$ cat src/hw/rtl/dfw_pkg.sv
`default_nettype none

package dfw_pkg;

   // Ticks between two health checks.
   localparam int CheckPeriod = 100;
   localparam int CntWidth    = $clog2(CheckPeriod + 1);

   localparam int AgeWidth = 17;
   localparam int TmoWidth = 16;

   localparam logic [AgeWidth-1:0] AgeMax = {AgeWidth{1'b1}};

   typedef logic [AgeWidth-1:0] age_type;
   typedef logic [CntWidth-1:0] cnt_type;

   // Configuration register indexes.
   typedef enum logic [1:0] {
      RegFirstTimeout    = 2'd0,
      RegSecondTimeout   = 2'd1,
      RegLossMode        = 2'd2,
      RegEscalateTimeout = 2'd3
   } reg_index_type;

   // Loss modes.
   localparam logic [1:0] ModeLoiterLand = 2'd0;
   localparam logic [1:0] ModeLand       = 2'd1;

   // Health codes.
   localparam logic [1:0] HealthOk         = 2'd0;
   localparam logic [1:0] HealthFirstLost  = 2'd1;
   localparam logic [1:0] HealthSecondLost = 2'd2;
   localparam logic [1:0] HealthBothLost   = 2'd3;

   // Action codes.
   localparam logic [1:0] ActNone   = 2'd0;
   localparam logic [1:0] ActLoiter = 2'd1;
   localparam logic [1:0] ActLand   = 2'd2;

   localparam logic [TmoWidth-1:0] FirstTimeoutReset    = 16'd500;
   localparam logic [TmoWidth-1:0] SecondTimeoutReset   = 16'd500;
   localparam logic [1:0]          LossModeReset        = 2'd0;
   localparam logic [TmoWidth-1:0] EscalateTimeoutReset = 16'd5000;

   typedef struct packed {
      logic [TmoWidth-1:0] first_timeout;
      logic [TmoWidth-1:0] second_timeout;
      logic [1:0]          loss_mode;
      logic [TmoWidth-1:0] escalate_timeout;
   } cfg_type;

   typedef struct packed {
      logic tick;
      logic first_feed;
      logic second_feed;
   } item_type;

   typedef struct packed {
      logic [1:0] health;
      logic [1:0] action_request;
      logic       alert;
      logic       failsafe_active;
   } result_type;

   function automatic age_type sat_inc(age_type v);
      sat_inc = (v == AgeMax) ? v : v + 1'b1;
   endfunction

endpackage

`default_nettype wire

$ cat src/hw/rtl/dfw_csr.sv
`default_nettype none

module dfw_csr (
   input  wire logic              clock,
   input  wire logic              reset,
   input  wire logic              csr_valid,
   output logic                   csr_ready,
   input  wire logic [1:0]        csr_index,
   input  wire logic [15:0]       csr_wdata,
   output dfw_pkg::cfg_type       cfg
);
   import dfw_pkg::*;

   cfg_type cfg_ff;
   cfg_type cfg_in;

   assign csr_ready = 1'b1;
   assign cfg       = cfg_ff;

   always_comb begin
      cfg_in = cfg_ff;
      if (csr_valid) begin
         unique case (reg_index_type'(csr_index))
            RegFirstTimeout:    cfg_in.first_timeout    = csr_wdata;
            RegSecondTimeout:   cfg_in.second_timeout   = csr_wdata;
            RegLossMode:        cfg_in.loss_mode        = csr_wdata[1:0];
            RegEscalateTimeout: cfg_in.escalate_timeout = csr_wdata;
            default:            cfg_in = cfg_ff;
         endcase
      end
   end

   always_ff @(posedge clock) begin
      if (reset) begin
         cfg_ff.first_timeout    <= FirstTimeoutReset;
         cfg_ff.second_timeout   <= SecondTimeoutReset;
         cfg_ff.loss_mode        <= LossModeReset;
         cfg_ff.escalate_timeout <= EscalateTimeoutReset;
      end else begin
         cfg_ff <= cfg_in;
      end
   end

endmodule

`default_nettype wire

$ cat src/hw/rtl/dfw_core.sv
`default_nettype none

module dfw_core (
   input  wire logic           clock,
   input  wire logic           reset,
   input  wire logic           fire,
   input  dfw_pkg::item_type   item,
   input  dfw_pkg::cfg_type    cfg,
   output dfw_pkg::result_type result
);
   import dfw_pkg::*;

   age_type    first_age_ff, first_age_in;
   age_type    second_age_ff, second_age_in;
   age_type    elapsed_ff, elapsed_in;
   cnt_type    count_ff, count_in;
   logic [1:0] health_ff, health_in;
   logic       latch_ff, latch_in;

   age_type    first_age_t, second_age_t, elapsed_t;
   cnt_type    count_inc;
   logic       check;
   logic       ok_first, ok_second;
   logic [1:0] fresh;
   logic       new_loss;
   logic       latch_t;
   logic [1:0] action;

   always_comb begin
      // advance ages on a tick, then drop them on a feed
      first_age_t  = item.tick ? sat_inc(first_age_ff) : first_age_ff;
      second_age_t = item.tick ? sat_inc(second_age_ff) : second_age_ff;
      if (item.first_feed) begin
         first_age_t = '0;
      end
      if (item.second_feed) begin
         second_age_t = '0;
      end
      elapsed_t = (item.tick && latch_ff) ? sat_inc(elapsed_ff) : elapsed_ff;

      count_inc = count_ff + 1'b1;
      check     = item.tick && (count_inc >= CntWidth'(CheckPeriod));
      count_in  = item.tick ? (check ? '0 : count_inc) : count_ff;

      ok_first  = first_age_t <= {1'b0, cfg.first_timeout};
      ok_second = second_age_t <= {1'b0, cfg.second_timeout};
      priority if (!ok_first && !ok_second) begin
         fresh = HealthBothLost;
      end else if (!ok_first) begin
         fresh = HealthFirstLost;
      end else if (!ok_second) begin
         fresh = HealthSecondLost;
      end else begin
         fresh = HealthOk;
      end

      health_in     = health_ff;
      latch_in      = latch_ff;
      elapsed_in    = elapsed_t;
      action        = ActNone;
      new_loss      = 1'b0;
      latch_t       = latch_ff;
      first_age_in  = first_age_t;
      second_age_in = second_age_t;

      if (check) begin
         health_in = fresh;
         new_loss  = (fresh != HealthOk) && (health_ff == HealthOk);
         if (new_loss) begin
            action     = (cfg.loss_mode == ModeLand) ? ActLand : ActLoiter;
            elapsed_in = '0;
            latch_t    = 1'b1;
         end
         if (fresh == HealthOk) begin
            latch_t = 1'b0;
         end
         // escalate a long loiter failsafe to landing
         if (latch_t && (cfg.loss_mode == ModeLoiterLand) &&
             (elapsed_in > {1'b0, cfg.escalate_timeout})) begin
            action  = ActLand;
            latch_t = 1'b0;
         end
         latch_in = latch_t;
      end

      result.health          = health_in;
      result.action_request  = action;
      result.alert           = new_loss;
      result.failsafe_active = latch_in;
   end

   always_ff @(posedge clock) begin
      if (reset) begin
         first_age_ff  <= '0;
         second_age_ff <= '0;
         elapsed_ff    <= '0;
         count_ff      <= '0;
         health_ff     <= HealthOk;
         latch_ff      <= 1'b0;
      end else if (fire) begin
         first_age_ff  <= first_age_in;
         second_age_ff <= second_age_in;
         elapsed_ff    <= elapsed_in;
         count_ff      <= count_in;
         health_ff     <= health_in;
         latch_ff      <= latch_in;
      end
   end

   a_alert_sets_action: assert property (@(posedge clock) disable iff (reset)
      fire && result.alert |-> result.action_request != ActNone && result.failsafe_active)
      else $error("alert without action or failsafe");

   a_no_tick_no_check: assert property (@(posedge clock) disable iff (reset)
      fire && !item.tick |-> result.action_request == ActNone && !result.alert)
      else $error("check outside a tick");

   a_latch_holds_idle: assert property (@(posedge clock) disable iff (reset)
      !fire |=> $stable(latch_ff) && $stable(health_ff))
      else $error("state moved without an item");

   a_count_in_range: assert property (@(posedge clock) disable iff (reset)
      count_ff < CntWidth'(CheckPeriod))
      else $error("check counter out of range");

endmodule

`default_nettype wire

$ cat src/hw/rtl/dual_feed_watchdog_failsafe.sv
// Channel   Direction  Handshake            Word
// req_      in         req_valid/req_stall  tick, first_feed, second_feed
// rsp_      out        rsp_valid/rsp_stall  health, action_request, alert, failsafe_active
// csr_      in         csr_valid/csr_ready  csr_index (register), csr_wdata (value)
//
// Each word is held in the input register, is evaluated against the
// watchdog state and lands in the result register. One word per cycle is
// sustained while rsp_stall is low; the state update is a single pass of
// short compare/increment logic. Reset (synchronous) empties both registers,
// zeroes ages, counter, health and failsafe, and loads the register defaults.
// A stalled result holds the input register, which then stalls req_.
`default_nettype none

module dual_feed_watchdog_failsafe (
   input  wire logic        clock,
   input  wire logic        reset,

   input  wire logic        req_valid,
   output logic             req_stall,
   input  wire logic        req_tick,
   input  wire logic        req_first_feed,
   input  wire logic        req_second_feed,

   output logic             rsp_valid,
   input  wire logic        rsp_stall,
   output logic [1:0]       rsp_health,
   output logic [1:0]       rsp_action_request,
   output logic             rsp_alert,
   output logic             rsp_failsafe_active,

   input  wire logic        csr_valid,
   output logic             csr_ready,
   input  wire logic [1:0]  csr_index,
   input  wire logic [15:0] csr_wdata
);
   import dfw_pkg::*;

   cfg_type    cfg;
   item_type   item_ff;
   logic       in_valid_ff, in_valid_in;
   result_type result;
   result_type rsp_ff;
   logic       rsp_valid_ff, rsp_valid_in;
   logic       advance;
   logic       req_take;

   dfw_csr u_csr (
      .clock     (clock),
      .reset     (reset),
      .csr_valid (csr_valid),
      .csr_ready (csr_ready),
      .csr_index (csr_index),
      .csr_wdata (csr_wdata),
      .cfg       (cfg)
   );

   // Move the held word into the result register when that register frees up.
   assign advance   = in_valid_ff && (!rsp_valid_ff || !rsp_stall);
   assign req_stall = in_valid_ff && !advance;
   assign req_take  = req_valid && !req_stall;

   assign in_valid_in  = req_take || (in_valid_ff && !advance);
   assign rsp_valid_in = advance || (rsp_valid_ff && rsp_stall);

   dfw_core u_core (
      .clock  (clock),
      .reset  (reset),
      .fire   (advance),
      .item   (item_ff),
      .cfg    (cfg),
      .result (result)
   );

   always_ff @(posedge clock) begin
      if (reset) begin
         in_valid_ff  <= 1'b0;
         rsp_valid_ff <= 1'b0;
      end else begin
         in_valid_ff  <= in_valid_in;
         rsp_valid_ff <= rsp_valid_in;
      end
   end

   // Payload registers: the input word loads on acceptance only, the result on advance.
   always_ff @(posedge clock) begin
      if (req_take) begin
         item_ff.tick        <= req_tick;
         item_ff.first_feed  <= req_first_feed;
         item_ff.second_feed <= req_second_feed;
      end
      if (advance) begin
         rsp_ff <= result;
      end
   end

   assign rsp_valid           = rsp_valid_ff;
   assign rsp_health          = rsp_ff.health;
   assign rsp_action_request  = rsp_ff.action_request;
   assign rsp_alert           = rsp_ff.alert;
   assign rsp_failsafe_active = rsp_ff.failsafe_active;

endmodule

`default_nettype wire
$ cat config.mk
export PLATFORM = sky130hd
export DESIGN_NAME = dual_feed_watchdog_failsafe
export DESIGN_NICKNAME = d
export VERILOG_FILES = /design/src/hw/rtl/dfw_pkg.sv /design/src/hw/rtl/dfw_csr.sv /design/src/hw/rtl/dfw_core.sv /design/src/hw/rtl/dual_feed_watchdog_failsafe.sv
export SDC_FILE = /design/constraint.sdc
export NUM_CORES = 1
export LEC_CHECK = 0
export BUFFER_PORTS_ARGS = -buffer_cell sky130_fd_sc_hd__buf_2
export CORE_ASPECT_RATIO = 1.2
export CORE_MARGIN = 5
export CORE_UTILIZATION = 56
export DETAILED_ROUTE_END_ITERATION = 12
export GPL_ROUTABILITY_DRIVEN = 1
export PLACE_DENSITY_LB_ADDON = 0.3
export SYNTH_ARGS = -nofsm -noshare
export SYNTH_HDL_FRONTEND = slang
export SYNTH_SLANG_ARGS = --single-unit
$ cat constraint.sdc
create_clock -name clock -period 5.5 [get_ports clock]
set_input_delay 0.825 -clock clock [delete_from_list [all_inputs] [get_ports clock]]
set_output_delay 0.825 -clock clock [all_outputs]
set_load 0.01 [all_outputs]
Word-level counts from Yosys, hierarchy flattened
Index checks and enable logic that the tools add are counted.
W data, S select, Z words.
{ "word_totals": {"register_bits": 122} }
{ "op_classes": {"bitwise_logic": 2, "n_addsub": 4, "muxes": 24, "magnitude_cmp": 4, "n_reduce_logical": 30, "n_eq_ne": 7} }
{ "ops": {"columns": ["cell", "count"], "rows": [
  ["$mux W17", 11],
  ["$add A17 B1 Y17 const B", 3],
  ["$eq A17 B17 Y1 const B", 3],
  ["$le A17 B16 Y1", 2],
  ["$gt A17 B16 Y1", 1],
  ["$mux W2", 7],
  ["$logic_and A1 B1 Y1", 10],
  ["$reduce_and A2 Y1", 5],
  ["$logic_not A2 Y1", 4],
  ["$add A7 B1 Y7 const B", 1],
  ["$ge A7 B7 Y1 const B", 1],
  ["$mux W7", 1],
  ["$logic_not A1 Y1", 6],
  ["$mux W1", 5],
  ["$eq A2 B1 Y1 const B", 2],
  ["$eq A2 B2 Y1 const B", 2],
  ["$logic_or A1 B1 Y1", 3],
  ["$reduce_or A3 Y1", 1],
  ["$not A1 Y1", 2],
  ["$reduce_bool A2 Y1", 1]
]} }

Depth between registers and ports, before layout
{ "depth": {"ltp_word": 17, "mapped_depth": 28, "ltp_nobuf": 26} }

Cells and area by module
From an unflattened synthesis, not the netlist that was laid out.
{ "hier_totals": {"cells_unflattened": 951, "hier_area_um2": 7843.8} }
{ "by_module_without_submodules": {"columns": ["mod", "seq_area_each_um2", "area_per_inst_um2", "cells_each", "n_inst"], "rows": [
  ["dfw_core", 1221.2, 5454.0, 736, 1],
  ["dfw_csr", 1001.0, 2033.2, 196, 1],
  ["dual_feed_watchdog_failsafe", 310.3, 356.6, 19, 1]
]} }

Worst setup path before layout
OpenSTA, ideal clock, no wires.
{ "synth_timing": {"path_kind": "reg2reg", "startpoint": "register u_core.second_age_ff[0]", "endpoint": "register rsp_ff, in the netlist rsp_failsafe_active, data pin", "synth_period_minus_slack_ns": 5.190, "path_buffers": 2, "stages_incl_launch_ff": 29, "slack_ns": 0.310, "required_time_ns": 5.370, "arrival_time_ns": 5.061, "path_cell_list": "dfxtp_1 > ha_1 > and3_1 > nand4_1 > o311ai_1 > nor2_1 > and3_1 > nand2_1 > xor2_1 > nor2_1 > ha_1 > nand4_1 > or4_4 > a2bb2oi_2 > a21boi_2 > o21ai_2 > o21a_1 > buf_6 > clkbuf_1 > nor2_1 > ha_1 > a211oi_1 > o21ai_0 > a21oi_1 > o41ai_1 > a21oi_1 > o21ai_0 > o21ai_0 > o21a_1"} }
{ "synth_lines": {"columns": ["element", "line", "rtl"], "rows": [
  ["from (decl)", "dfw_core.sv:14", "age_type second_age_ff, second_age_in;"],
  ["from (signal assigned)", "dfw_core.sv:102", "second_age_ff <= second_age_in;"],
  ["to (signal assigned)", "dual_feed_watchdog_failsafe.sv:92", "rsp_ff <= result;"],
  ["to (decl)", "dual_feed_watchdog_failsafe.sv:42", "result_type rsp_ff;"]
]} }

Worst setup path in the final report
{ "layout_timing": {"startpoint": "register u_core.second_age_ff[13]", "endpoint": "register rsp_ff, in the netlist rsp_action_request[1], data pin"} }
{ "layout_via": {"elab_chain_cells": 16, "elab_cells_between_ends": 24, "classes_between": "add/sub (1); order compare (2); eq/ne (1); mux (13); reduce/logical (7)"} }
{ "layout_lines": {"columns": ["element", "line", "rtl"], "rows": [
  ["$eq A17 B17 Y1 *", "dfw_pkg.sv:66", "sat_inc = (v == AgeMax) ? v : v + 1'b1;"],
  ["$mux W17 *", "dfw_pkg.sv:66", null],
  ["$mux W17 *", "dfw_core.sv:32", "second_age_t = item.tick ? sat_inc(second_age_ff) : second_age_ff;"],
  ["$mux W17 *", "dfw_core.sv:36", "if (item.second_feed) begin"],
  ["via u_core.second_age_in[9]", "dfw_core.sv:14", null],
  ["$le A17 B16 Y1 *", "dfw_core.sv:46", "ok_second = second_age_t <= {1'b0, cfg.second_timeout};"],
  ["$mux W2 or $logic_not A1 Y1 (tied branches)", "dfw_core.sv:51, dfw_core.sv:47", null],
  ["$mux W2 or $logic_and A1 B1 Y1 (tied branches)", "dfw_core.sv:49, dfw_core.sv:47", null],
  ["$mux W2 *", "dfw_core.sv:47", "priority if (!ok_first && !ok_second) begin"],
  ["parallel branches: the longest is 7 deep, another holds $gt A17 B16 Y1", null, null],
  ["$mux W2 *", "dfw_core.sv:78", "if (latch_t && (cfg.loss_mode == ModeLoiterLand) &&"]
]} }
Mark *: on every way through the listed nets, which the timed path passes. The select of a mux whose other input is x is not followed.
A chain may end at the register's enable or synchronous reset.

==> results.md <==
* Post-synthesis cell type count at 65
* Hold_buf cts at 0
* Synth Flop Type: dfxtp_1
* Number of top-level pins at 35
* Pwr Density at 256 nW/µm²
* CP required at 5.67 ns
* Core area at 12,700 µm²
* Routability Congestion at 0.904
* Routed vias at 6,838
* Seq pwr share at 42.4%
* Status: finished clean
* Hold WC Path Type: register to register
* Final period utilization at 98.5%
* Max cap viols at 0
* Hold-critical path depth at 2
* Overall routing resource usage at 24.7%
* Port bufs at 33
* Pre-CTS setup slack at -0.0830 ns
* Max Fanout on Critical Path at 6
* Ys Warns at 0
* DRT Pass-1 Iters at 5
* Worst-path clk slew at 0.06 ns
* Antenna viol nets, final at 0
* H-Tree Depth at 4
* Global-route wire length before repair at 30,900 µm
* Crit path launch type: register
* Layout cells sized above 1 at 15.5%
* Setup TNS at 0 ns
* Wire per inst at 16.2 µm
* Max-slew headroom at 19.3%
* Final slew viol count at 0
* CTS Root Cell: clkbuf_16
* Highest-delay cell along the critical path: or4_4
* Switching Fraction at 22.9%
* Switching Power at 0.502 mW
* Fillers at 1,085
* Max incr delay on CP at 0.57 ns
* Worst r2r path cells at 25
* Drt total wl at 19,000 µm
* Num CTS Buffers at 17
* Post-synthesis sequential area ratio at 34.6%
* Clock share of power at 51.2%
* Skew-Pair Late Insertion Delay at 0.42 ns
* Overflow after GRT at 0
* Drt drc at 0
* Syn avg cell area at 7.74 µm²
* Syn_nets at 1,024
* Clock Path Buffers at 2
* Final hold violations at 0
* Die ar. at 15,500 µm²
* Yosys reg bits at 122
* Starting Density at 57.5%
* Vias in the first global route at 6,415
* Tightest Pin Transition at 1.21 ns
* CTS tree: built
* End-of-flow core utilization at 67.3%
* Ys async rst share at 0%
* Synth-to-Final Area Change at 17.0%
* Final instance area at 8570 µm²
* Worst setup EP type: register
* # diodes at 0
* Worst clock skew at 0.00907 ns
* Comb power frac at 6.4%
* Max rail drop VDD at 233 µV
* Avg Vias per Cell at 5.83
* Syn Inst Count at 945
* Post-route insts no fill at 1,172
* Placed cells at 1,131
* Final HPWL DP at 13,100 µm
* P_int at 1.69 mW
* Fin Hold WS at 0.453 ns
* DR iter-0 viols at 490
* Final setup vio count at 0
* Largest net degree at the start of global routing at 71
* LEAKAGE at 3.44 nW
* Critical Path AT at 5.59 ns
* Critical path class: register to register
* Fmax at 0.185 GHz
* Nets at 1,074
* Total design power at 2.20 mW
* Post-Syn Area at 7320 µm²
* Die W at 114 µm
* Initial antenna violation count at 0
* Worst setup margin at 0.0841 ns
* EDFF count, synth at 9
* DP Area at 7770 µm²
* Die H at 135 µm
* Min Tclk post-route at 5.42 ns
* Rows at 45
* CTS Sinks at 122
-- flip-flops by register name, summed over array words and instances (netlist names) --
register / cells
item_ff: 3
u_core.first_age_ff: 17
in_valid_ff: 1
u_csr.cfg: 50
rsp_action_request: 2
u_core.second_age_ff: 17
u_core.count_ff: 7
rsp_alert: 1
rsp_valid: 1
u_core.health_ff: 2
rsp_failsafe_active: 1
u_core.latch_ff: 1
u_core.elapsed_ff: 17
rsp_health: 2
-- Yosys cell counts, types with 13 or more instances --
master,count,area [µm²]
a21oi_1,94,470
and3_1,15,93.8
clkbuf_1,38,143
dfxtp_1,113,2260
ha_1,53,663
inv_1,52,195
nand2_1,146,548
nand3_1,20,100
nand4_1,20,125
nor2_1,114,428
nor3_1,13,65.1
o211ai_1,20,150
o21ai_0,44,220
or3_1,15,93.8
xnor2_1,25,219
xor2_1,28,245
-- final cells by class --
type                    count  area, µm²  area share, %
clock buffers              24        472           5.51
clock inverters             8        118           1.37
inverters                  53        199           2.32
multi-input cells         723       4530           52.8
flip-flops and latches    122       2540           29.7
well taps                 164        205           2.40
repair buffers             78        507           5.92
-- power groups by stage --
stage | Combinational, mW | Sequential, mW | Clock (mW)
floorplan | 0.0885 | 0.942 | 0
global placement | 0.135 | 0.948 | 0
detailed placement | 0.136 | 0.949 | 0
CTS | 0.137 | 0.930 | 1.14
global route | 0.157 | 0.932 | 1.18
finish | 0.142 | 0.930 | 1.12
-- worst max-delay path, delay by kind of cell, from the launching register on --
| kind | cells | cell delay, ns |
|---|---|---|
| xor gates and xnor gates | 1 | 0.18 |
| buffers and inverters | 1 | 0.15 |
| and+or+nand+nor | 9 | 1.59 |
| DFF | 1 | 0.41 |
| AOI/OAI and AO/OA | 12 | 2.28 |
| adders and majority gates | 2 | 0.56 |
-- final timing paths --
path	startpoint	endpoint	slack [ns]
setup / recovery	u_core.second_age_ff[13]	rsp_action_request[1]	0.08
hold / removal	u_csr.cfg[47]	u_csr.cfg[47]	0.45
setup reg to reg	u_core.second_age_ff[13]	rsp_action_request[1]	0.08
hold reg to reg	u_csr.cfg[47]	u_csr.cfg[47]	0.45
-- cell usage in the layout, fill, tap and decap left out, types with 5 or more instances in the layout --
master	synthesis	routed
ha_1	53	51
o21a_1	7	6
buf_4	1	44
nor2_2	0	5
nand3_1	20	19
dfxtp_1	113	109
inv_1	52	52
o21ai_0	44	40
nand2_1	146	146
and3_1	15	14
clkbuf_1	38	5
nor2_1	114	108
o31ai_2	5	5
o2111ai_1	5	5
a22oi_1	7	7
edfxtp_1	9	9
buf_2	2	33
xnor2_1	25	24
a21oi_1	94	92
o211ai_1	20	20
xor2_1	28	28
a21o_1	7	7
nand4_1	20	20
nor3_1	13	12
and4_1	7	6
nor2b_1	11	11
or3_1	15	15
clkbuf_16	0	17
-- cells by family after synthesis --
group	after synthesis	synth area share, %
flops	122	34.6
buf+inv	100	5.33
fa+ha+maj	53	9.06
xor+xnor	53	6.34
mux	6	0.855
compound gates	214	18.3
other cells	1	0.0512
simple gates	396	25.4
-- layer usage --
layer	track usage, %	part of all wire (%)	vias up
met5	0	0	-
met2	43.1	51	185
met3	4.87	4.1	46
met4	9.64	2.9	0
li1	-	-	3382
met1	29.8	42	3225
-- repair_timing --
| action | in CTS | in global routing |
|---|---|---|
| pin swaps | 1 | 19 |
| hold endpoints to repair | 0 | 0 |
| gates resized for setup | 4 | 35 |
| endpoints found under the setup margin | 3 | 4 |
| buffers inserted | 2 | 7 |
No activity file was read; power rests on OpenSTA's default activity.
